$ cat config.mk
export PLATFORM = sky130hd
export DESIGN_NAME = double_ended_queue
export DESIGN_NICKNAME = d
export VERILOG_FILES = /design/src/ddq_pkg.sv /design/src/ddq_cell.sv /design/src/double_ended_queue.sv
export SDC_FILE = /design/constraint.sdc
export NUM_CORES = 2
export LEC_CHECK = 0
export BUFFER_PORTS_ARGS = -buffer_cell sky130_fd_sc_hd__buf_2
export CAP_MARGIN = 20
export CORE_AREA = 3 3 293 295
export DETAILED_ROUTE_END_ITERATION = 6
export DIE_AREA = 0 0 296 298
export PLACE_DENSITY_LB_ADDON = 0.12
export SLEW_MARGIN = 10
export SYNTH_ARGS = -nofsm -noshare
export SYNTH_HDL_FRONTEND = slang
export SYNTH_SLANG_ARGS = --single-unit
export TNS_END_PERCENT = 1
$ cat constraint.sdc
create_clock -name clk_i -period 20.8 [get_ports clk_i]
set_input_delay 2.08 -clock clk_i [delete_from_list [all_inputs] [get_ports clk_i]]
set_output_delay 2.08 -clock clk_i [all_outputs]
set_load 0.02 [all_outputs]
$ cat src/ddq_pkg.sv
// Package for the double-ended queue: sizes, operation and status codes,
// beat structs and the per-cell control struct. No dependencies.
`timescale 1ns / 1ps

package ddq_pkg;

  // Number of storage cells in the chain
  localparam int unsigned DEPTH = 16;
  // Width of the occupancy counter, able to hold DEPTH itself
  localparam int unsigned CNT_W = $clog2(DEPTH + 1);

  // Operation codes carried in the kind field
  typedef enum logic [2:0] {
    KIND_ADD_FRONT = 3'd0,
    KIND_ADD_BACK  = 3'd1,
    KIND_REM_FRONT = 3'd2,
    KIND_REM_BACK  = 3'd3,
    KIND_PEEK      = 3'd4
  } kind_e;

  // Status codes carried in the result beat
  typedef enum logic [1:0] {
    ST_OK    = 2'd0,
    ST_EMPTY = 2'd1,
    ST_FULL  = 2'd2
  } status_e;

  // Input beat
  typedef struct packed {
    logic [2:0]         kind;
    logic signed [31:0] value;
  } deq_in_t;

  // Result beat
  typedef struct packed {
    logic signed [31:0] taken_value;
    logic signed [31:0] front_value;
    logic signed [31:0] back_value;
    logic [4:0]         fill_count;
    logic               is_empty;
    logic               is_full;
    logic [1:0]         status;
  } deq_out_t;

  // Shift / load command broadcast to every cell
  typedef struct packed {
    logic shift_right;  // add at front: every value moves one cell back
    logic shift_left;   // remove at front: every value moves one cell forward
    logic load_back;    // add at back: the selected cell takes the new value
  } cell_ctrl_t;

endpackage

$ cat src/ddq_cell.sv
// One storage cell of the queue chain. Takes its neighbor's value on a
// shift, or the new value on a back load. Depends on ddq_pkg.
`timescale 1ns / 1ps

module ddq_cell import ddq_pkg::*; (
  input  logic               clk_i,
  input  cell_ctrl_t         ctrl_i,
  input  logic               sel_i,    // this cell is the first free slot
  input  logic signed [31:0] value_i,  // value of an add at back
  input  logic signed [31:0] left_i,   // neighbor toward the front
  input  logic signed [31:0] right_i,  // neighbor toward the back
  output logic signed [31:0] data_o,   // stored value
  output logic signed [31:0] next_o    // value after this edge
);

  logic signed [31:0] data_q, data_d;

  // next value: shift in from a neighbor or load a new value
  always_comb begin
    data_d = data_q;
    if (ctrl_i.shift_right) begin
      data_d = left_i;
    end else if (ctrl_i.shift_left) begin
      data_d = right_i;
    end else if (ctrl_i.load_back && sel_i) begin
      data_d = value_i;
    end
  end

  always_ff @(posedge clk_i) begin
    data_q <= data_d;
  end

  assign data_o = data_q;
  assign next_o = data_d;

endmodule

$ cat src/double_ended_queue.sv
// Top level of the double-ended queue: a chain of ddq_cell storage cells,
// the occupancy counter and the registered result beat. Depends on ddq_pkg.
`timescale 1ns / 1ps
//
// Usage
// - Input channel (in_valid_i / in_ready_o / in_data_i) carries one operation
//   per beat: add at front, add at back, remove at front, remove at back, or
//   peek. Unknown kinds act as peek.
// - Output channel (out_valid_o / out_ready_i / out_data_o) returns exactly
//   one result beat per input beat, in order.
// - Values sit packed from cell 0 (front) toward the back. Adds and removes
//   at the front shift the whole chain by one cell; an add at the back loads
//   only the cell at the fill boundary and a remove at the back only lowers the count.
// - The result is registered and shows in the cycle after the input beat
//   is taken. Throughput: one operation per cycle while the receiver does
//   not stall, set by the single shift step of the cell chain.
// - If the receiver stalls, the result register holds its beat and
//   in_ready_o follows out_ready_i, so no further operation is taken until
//   the waiting result leaves.
// - Reset empties the queue (count zero) and drops any pending result; the
//   cell contents are not cleared and are never shown while unoccupied.
//
module double_ended_queue import ddq_pkg::*; (
  input  logic     clk_i,
  input  logic     rst_ni,
  input  logic     in_valid_i,
  output logic     in_ready_o,
  input  deq_in_t  in_data_i,
  output logic     out_valid_o,
  input  logic     out_ready_i,
  output deq_out_t out_data_o
);

  logic               accept;
  logic [CNT_W-1:0]   cnt_q, cnt_d;
  logic               out_valid_q;
  deq_out_t           out_q, out_d;
  cell_ctrl_t         ctrl;
  logic [DEPTH-1:0]   sel_vec;
  logic [DEPTH-1:0]   tail_cur;
  logic [DEPTH-1:0]   tail_next;
  logic signed [31:0] cell_q [DEPTH];
  logic signed [31:0] cell_d [DEPTH];
  logic signed [31:0] back_cur;
  logic signed [31:0] back_next;
  logic               full;
  logic               empty;
  logic [1:0]         status;
  logic signed [31:0] taken;
  logic [31:0]        cnt_wide;

  // handshake: take a beat whenever the result slot is free or draining
  assign in_ready_o = !out_valid_q || out_ready_i;
  assign accept     = in_valid_i && in_ready_o;

  assign full  = (cnt_q == CNT_W'(DEPTH));
  assign empty = (cnt_q == '0);

  // per-cell position flags: first free slot, current and next last value
  always_comb begin
    for (int i = 0; i < DEPTH; i++) begin
      sel_vec[i]   = (cnt_q == CNT_W'(i));
      tail_cur[i]  = (cnt_q == CNT_W'(i + 1));
      tail_next[i] = (cnt_d == CNT_W'(i + 1));
    end
  end

  // one-hot select of the back value before and after the step
  always_comb begin
    back_cur  = '0;
    back_next = '0;
    for (int i = 0; i < DEPTH; i++) begin
      back_cur  = back_cur  | (cell_q[i] & {32{tail_cur[i]}});
      back_next = back_next | (cell_d[i] & {32{tail_next[i]}});
    end
  end

  // operation decode
  always_comb begin
    ctrl   = '0;
    cnt_d  = cnt_q;
    status = ST_OK;
    taken  = '0;
    if (accept) begin
      case (in_data_i.kind)
        KIND_ADD_FRONT: begin
          if (full) begin
            status = ST_FULL;
          end else begin
            ctrl.shift_right = 1'b1;
            cnt_d = cnt_q + CNT_W'(1);
          end
        end
        KIND_ADD_BACK: begin
          if (full) begin
            status = ST_FULL;
          end else begin
            ctrl.load_back = 1'b1;
            cnt_d = cnt_q + CNT_W'(1);
          end
        end
        KIND_REM_FRONT: begin
          if (empty) begin
            status = ST_EMPTY;
          end else begin
            ctrl.shift_left = 1'b1;
            taken = cell_q[0];
            cnt_d = cnt_q - CNT_W'(1);
          end
        end
        KIND_REM_BACK: begin
          if (empty) begin
            status = ST_EMPTY;
          end else begin
            taken = back_cur;
            cnt_d = cnt_q - CNT_W'(1);
          end
        end
        default: begin
        end
      endcase
    end
  end

  // cell chain: cell 0 is the front
  for (genvar g = 0; g < DEPTH; g++) begin : g_cell
    logic signed [31:0] left, right;
    if (g == 0) begin : g_first
      assign left = in_data_i.value;
    end else begin : g_mid_l
      assign left = cell_q[g-1];
    end
    if (g == DEPTH - 1) begin : g_last
      assign right = '0;
    end else begin : g_mid_r
      assign right = cell_q[g+1];
    end
    ddq_cell u_cell (
      .clk_i   (clk_i),
      .ctrl_i  (ctrl),
      .sel_i   (sel_vec[g]),
      .value_i (in_data_i.value),
      .left_i  (left),
      .right_i (right),
      .data_o  (cell_q[g]),
      .next_o  (cell_d[g])
    );
  end

  // result beat assembled from the state after the step
  assign cnt_wide = 32'(cnt_d);
  always_comb begin
    out_d.taken_value = taken;
    out_d.front_value = (cnt_d != '0) ? cell_d[0] : '0;
    out_d.back_value  = back_next;
    out_d.fill_count  = cnt_wide[4:0];
    out_d.is_empty    = (cnt_d == '0);
    out_d.is_full     = (cnt_d == CNT_W'(DEPTH));
    out_d.status      = status;
  end

  // occupancy counter and result valid
  always_ff @(posedge clk_i or negedge rst_ni) begin
    if (!rst_ni) begin
      cnt_q       <= '0;
      out_valid_q <= 1'b0;
    end else begin
      cnt_q <= cnt_d;
      if (accept) begin
        out_valid_q <= 1'b1;
      end else if (out_ready_i) begin
        out_valid_q <= 1'b0;
      end
    end
  end

  // result payload
  always_ff @(posedge clk_i) begin
    if (accept) begin
      out_q <= out_d;
    end
  end

  assign out_valid_o = out_valid_q;
  assign out_data_o  = out_q;

endmodule

# After elaboration in Yosys (flattened, before gate mapping)
# Index checks and enable logic that the tools add are counted.
[word_totals]
out_inout_bits = 107
regBits = 623
input_bits = 39
word_cells = 216
[classes]
mux = 66
n_addsub = 2
n_bitwise = 62
n_reduce_logical = 26
n_eq_ne = 35
[ops]
columns = ["operator", "count"]
rows = [
  ["$mux W32", 50],
  ["$and A32 B32 Y32", 32],
  ["$or A32 B32 Y32", 30],
  ["$eq A5 B4 Y1 const B", 16],
  ["$pmux W32 S2", 1],
  ["$eq A5 B3 Y1 const B", 8],
  ["$eq A5 B2 Y1 const B", 4],
  ["$logic_and A1 B1 Y1", 17],
  ["$mux W5", 3],
  ["$eq A5 B1 Y1 const B", 2],
  ["$eq A5 B5 Y1 const B", 2],
  ["$logic_not A5 Y1", 2],
  ["$pmux W5 S2", 1],
  ["$mux W1", 8],
  ["$eq A3 B2 Y1 const B", 2],
  ["$add A5 B1 Y5 const B", 1],
  ["$reduce_bool A5 Y1", 1],
  ["$sub A5 B1 Y5 const B", 1],
  ["$pmux W2 S2", 1],
  ["$reduce_or A2 Y1", 2],
  ["$eq A3 B1 Y1 const B", 1],
  ["$logic_not A3 Y1", 1],
  ["$mux W3", 1],
  ["$mux W2", 1],
  ["3 further kinds", 3],
]

# Longest topological paths before layout
[depth]
word_depth = 24
depth_mapped = 16
mapped_depth_nobuf = 11

# Hierarchy
# A second synthesis with hierarchy kept.
[hier_totals]
cells_unflattened = 3598
hier_area_um2 = 34514.4
[by_module_without_submodules]
columns = ["module", "cells_per_inst", "instances", "area_per_inst_um2", "seq_area_each_um2"]
rows = [
  ["ddq_cell", 145, 16, 1466.4, 640.6],
  ["double_ended_queue", 1278, 1, 11051.8, 3303.2],
]

# Worst setup path after synthesis
# Ideal clock, no wire load.
[synth_path]
path_kind = "input to register"
start = "input out_ready_i"
end = "register out_q (netlist bit out_data_o[37]) (data pin)"
slack_ns = 12.150
arrival_ns = 8.488
path_buffers = 2
setup_ns = 0.162
path_stages = 10
required_ns = 20.638
cell_sequence = "and2b_1 > buf_4 > nor2_1 > o2111a_1 > buf_1 > a221o_1 > nand2_1 > a31oi_1 > a31oi_1 > o2111ai_1"
[synth_lines]
columns = ["item", "line", "source"]
rows = [
  ["from (decl)", "double_ended_queue.sv:30", "input logic out_ready_i,"],
  ["to (signal assigned)", "double_ended_queue.sv:180", "out_q <= out_d;"],
  ["to (decl)", "double_ended_queue.sv:37", "deq_out_t out_q, out_d;"],
]

==> results.toml <==
[timing]
worst_pin_slew_ns = 1.30
maxSlewHeadroom_pct = 13.1
slew_violations = 0
hold_violations = 0
fin_tns_setup_ns = 0
setup_viol = 0
timing.fmax_mhz = 140
finClkSkew_ns = 0.0159
grt_setup_unrepaired = "false"
period_needed_ns = 7.15
layout_worst_path_cycle_share_pct = 34.4

[global_route]
grt_max_degree = 177
use_met3_pct = 12.0
grt_pass1_wl_mm = 262
grt_pass1_vias = 36600
antenna_found_initial = 8
grt_busiest_layer = "met2"
grt_util_met2_pct = 55.5
grtUsageTotal_pct = 40.0
overflow = 0
met1_usage_pct = 54.9

[synthesis]
syn_area_sq_um = 35700
synth-warning-count = 0
yosysTopAreaCell = "dfxtp_1"
synthTopCellsByArea = "dfxtp_1 29%, nand2_1 12%, edfxtp_1 8.8%, a22oi_1 7.6%, a21oi_1 5.7%"
synthCells = 4460
async_reset_ff_share_pct = 0.963
ys_ff_latch = 623
synth-edff-count = 105
synth_area_per_cell_sq_um = 8.01
synth_top_cell_area_share_pct = 28.7
ys_seq_area_share_pct = 37.9
synth_cell_types = 88
synth_ff_type = "dfxtp_1"
synth_nets = 4505

[detailed_routing]
wl_mm = 183
first_iter_violations = 6739
vias = 39400
drtPass1Iterations = 7
route.detailed.drc = 16
ant_nets = 0
vias_per_cell = 7.23
wl_per_cell_um = 33.6

[worst_setup_path]
worstPathMaxFanout = 71
critPathRequiredTime_ns = 21.17
arrival_ns = 7.52
r2r_cells = 13
crit_type = "primary input to flip-flop"
crit_path_end_kind = "flip-flop"
timing.critical_path.from_type = "primary input"

[layout]
multi_input_area_sq_um = 20200
final_util_pct = 47.1
final_nets = 4349
regArea_sq_um = 13600
drive_gt1_share_pct = 10.4
stdcell_count = 5453
syn2layout_area_growth_pct = 9.92
nFillCells = 8211

[die]
start_util_pct = 42.8
die_y_um = 298
io_pins = 146
fp-row-count = 106
dieArea_sq_um = 88200
die_w_um = 296
core_area_sq_um = 83400

[placed_design]
gp_congestion = 0.906
dpl.hpwl_mm = 99.7
portBuffers = 145
placed_cells = 5306

[run]
drv_cap = 0

[cts]
cts.sinks = 623
path_clk_slew_ns = 0.06
clock_latency_ns = 0.64
postCtsSetupBuffers = 0
ctsResizeCount = 0
cts_root_buf = "clkbuf_16"
cts_htree_levels = 3
cts_hold_buffers = 0
cts_buffer_depth = 3
cts_tree = "built"
cts_buffers = 76

[hold_path]
min_path_type = "flip-flop to flip-flop"
worst_hold_path.num_cells = 2

[status]
status = "complete, but fails checks"
violations = "DRC"

[pwr]
p_leak_nw = 17.8
powerDensity_nw_per_um2 = 159
vdd.ir_drop.worst_mv = 0.0902
-- metrics by stage --
| step | power (mW) | hold WS [ns] | worst slack (ns) | area (sq um) |
|---|---|---|---|---|
| floorplan | 3.85 | 0.462 | 12.15 | 35700 |
| global placement | 4.78 | 0.496 | 13.26 | 36800 |
| detailed placement | 4.78 | 0.496 | 13.22 | 36800 |
| CTS | 6.12 | 0.499 | 13.88 | 39300 |
| global route | 6.50 | 0.528 | 13.40 | 39300 |
| finish | 6.23 | 0.505 | 13.65 | 39300 |
-- layer usage --
layer	share of wire, %	wire [um]
met1	38	70100
met2	40	73400
met3	15	27800
met4	6.5	11900
met5	0.033	61
-- final timing paths --
check / end / from / slack [ns]
max: out_data_o[24] / out_ready_i / 13.65
min: g_cell[2].u_cell.data_o[20] / g_cell[3].u_cell.data_o[20] / 0.50
max reg2reg: out_data_o[24] / cnt_q[0] / 14.12
min reg2reg: g_cell[2].u_cell.data_o[20] / g_cell[3].u_cell.data_o[20] / 0.50
max in group asynchronous: out_valid_o / rst_ni / 19.40
min in group asynchronous: cnt_q[4] / rst_ni / 1.26
-- critical path, cell delays in order --
cell and delay (ns):
buf_2 0.09, and2b_1 0.68, a2111o_2 0.42, buf_4 0.73, buf_4 0.75, buf_4 0.64
buf_4 0.68, a32oi_1 0.22, mux2_2 0.31, a222oi_1 0.30, nor2_1 0.07, or3_1 0.41
-- power breakdown --
part	switching, mW	internal, mW
clock	0.574	0.769
combinational	1.55	0.871
sequential	0.630	1.84
total	2.75	3.48
-- kinds of logic (layout without fill, tap and decap cells) --
family,after synthesis,in the layout,share of synthesized area (%)
AO/OA/AOI/OAI,1489,1489,29.4
XOR/XNOR,2,2,0.154
flip-flops,623,623,37.9
multiplexers,213,213,6.05
adder cells (fa/ha/maj),6,6,0.210
AND/OR/NAND/NOR,1616,1616,20.2
buffers and inverters,511,419,6.09
other,0,5,0
-- cell usage in the layout, fill, tap and decap left out, types with 99 or more instances in the layout --
cell type  instances
a31oi_1          116
nor2_1            99
nand3_1          114
dfxtp_1          512
a21oi_1          405
and3_1           102
mux2i_1          189
a22oi_1          361
buf_2            144
edfxtp_1         105
buf_4            101
nand2_1         1125
a32oi_1          178
-- synth_stat cells (all sizes together), types with 3 or more instances --
| library cell | instances |
|---|---|
| and4 | 7 |
| ha | 6 |
| dfxtp | 512 |
| nand4 | 65 |
| a211oi | 53 |
| a222oi | 71 |
| a221oi | 70 |
| and2 | 8 |
| nand2 | 1129 |
| and4b | 3 |
| inv | 24 |
| nor4b | 6 |
| a31oi | 116 |
| nor2b | 3 |
| nor3 | 7 |
| a32oi | 178 |
| a211o | 7 |
| mux2i | 189 |
| nor4bb | 4 |
| edfxtp | 105 |
| nand2b | 4 |
| or3 | 16 |
| buf | 198 |
| a21o | 5 |
| or4 | 15 |
| a21oi | 406 |
| nor4 | 12 |
| o22ai | 33 |
| o21ai | 90 |
| mux2 | 24 |
| dfrtp | 6 |
| a311oi | 6 |
| a22o | 53 |
| nor2 | 102 |
| a221o | 21 |
| a22oi | 361 |
| and3 | 106 |
| nand3 | 116 |
| nor3b | 3 |
| clkbuf | 288 |
-- layout make-up --
cell class,count,area share [%]
multi-input cells,3326,51.5
inverters,25,0.242
repair buffers,252,4.07
flip-flops and latches,623,34.5
clock buffers,118,5.71
clock inverters,24,0.494
well taps,1080,3.44
diodes,5,0.0318
-- flip-flops by register name (all words and copies together) (netlist names) --
signal	count
out_valid_o	1
g_cell.u_cell.data_o	512
out_data_o	105
cnt_q	5
Note: power is estimated with default switching activity, not from simulation.
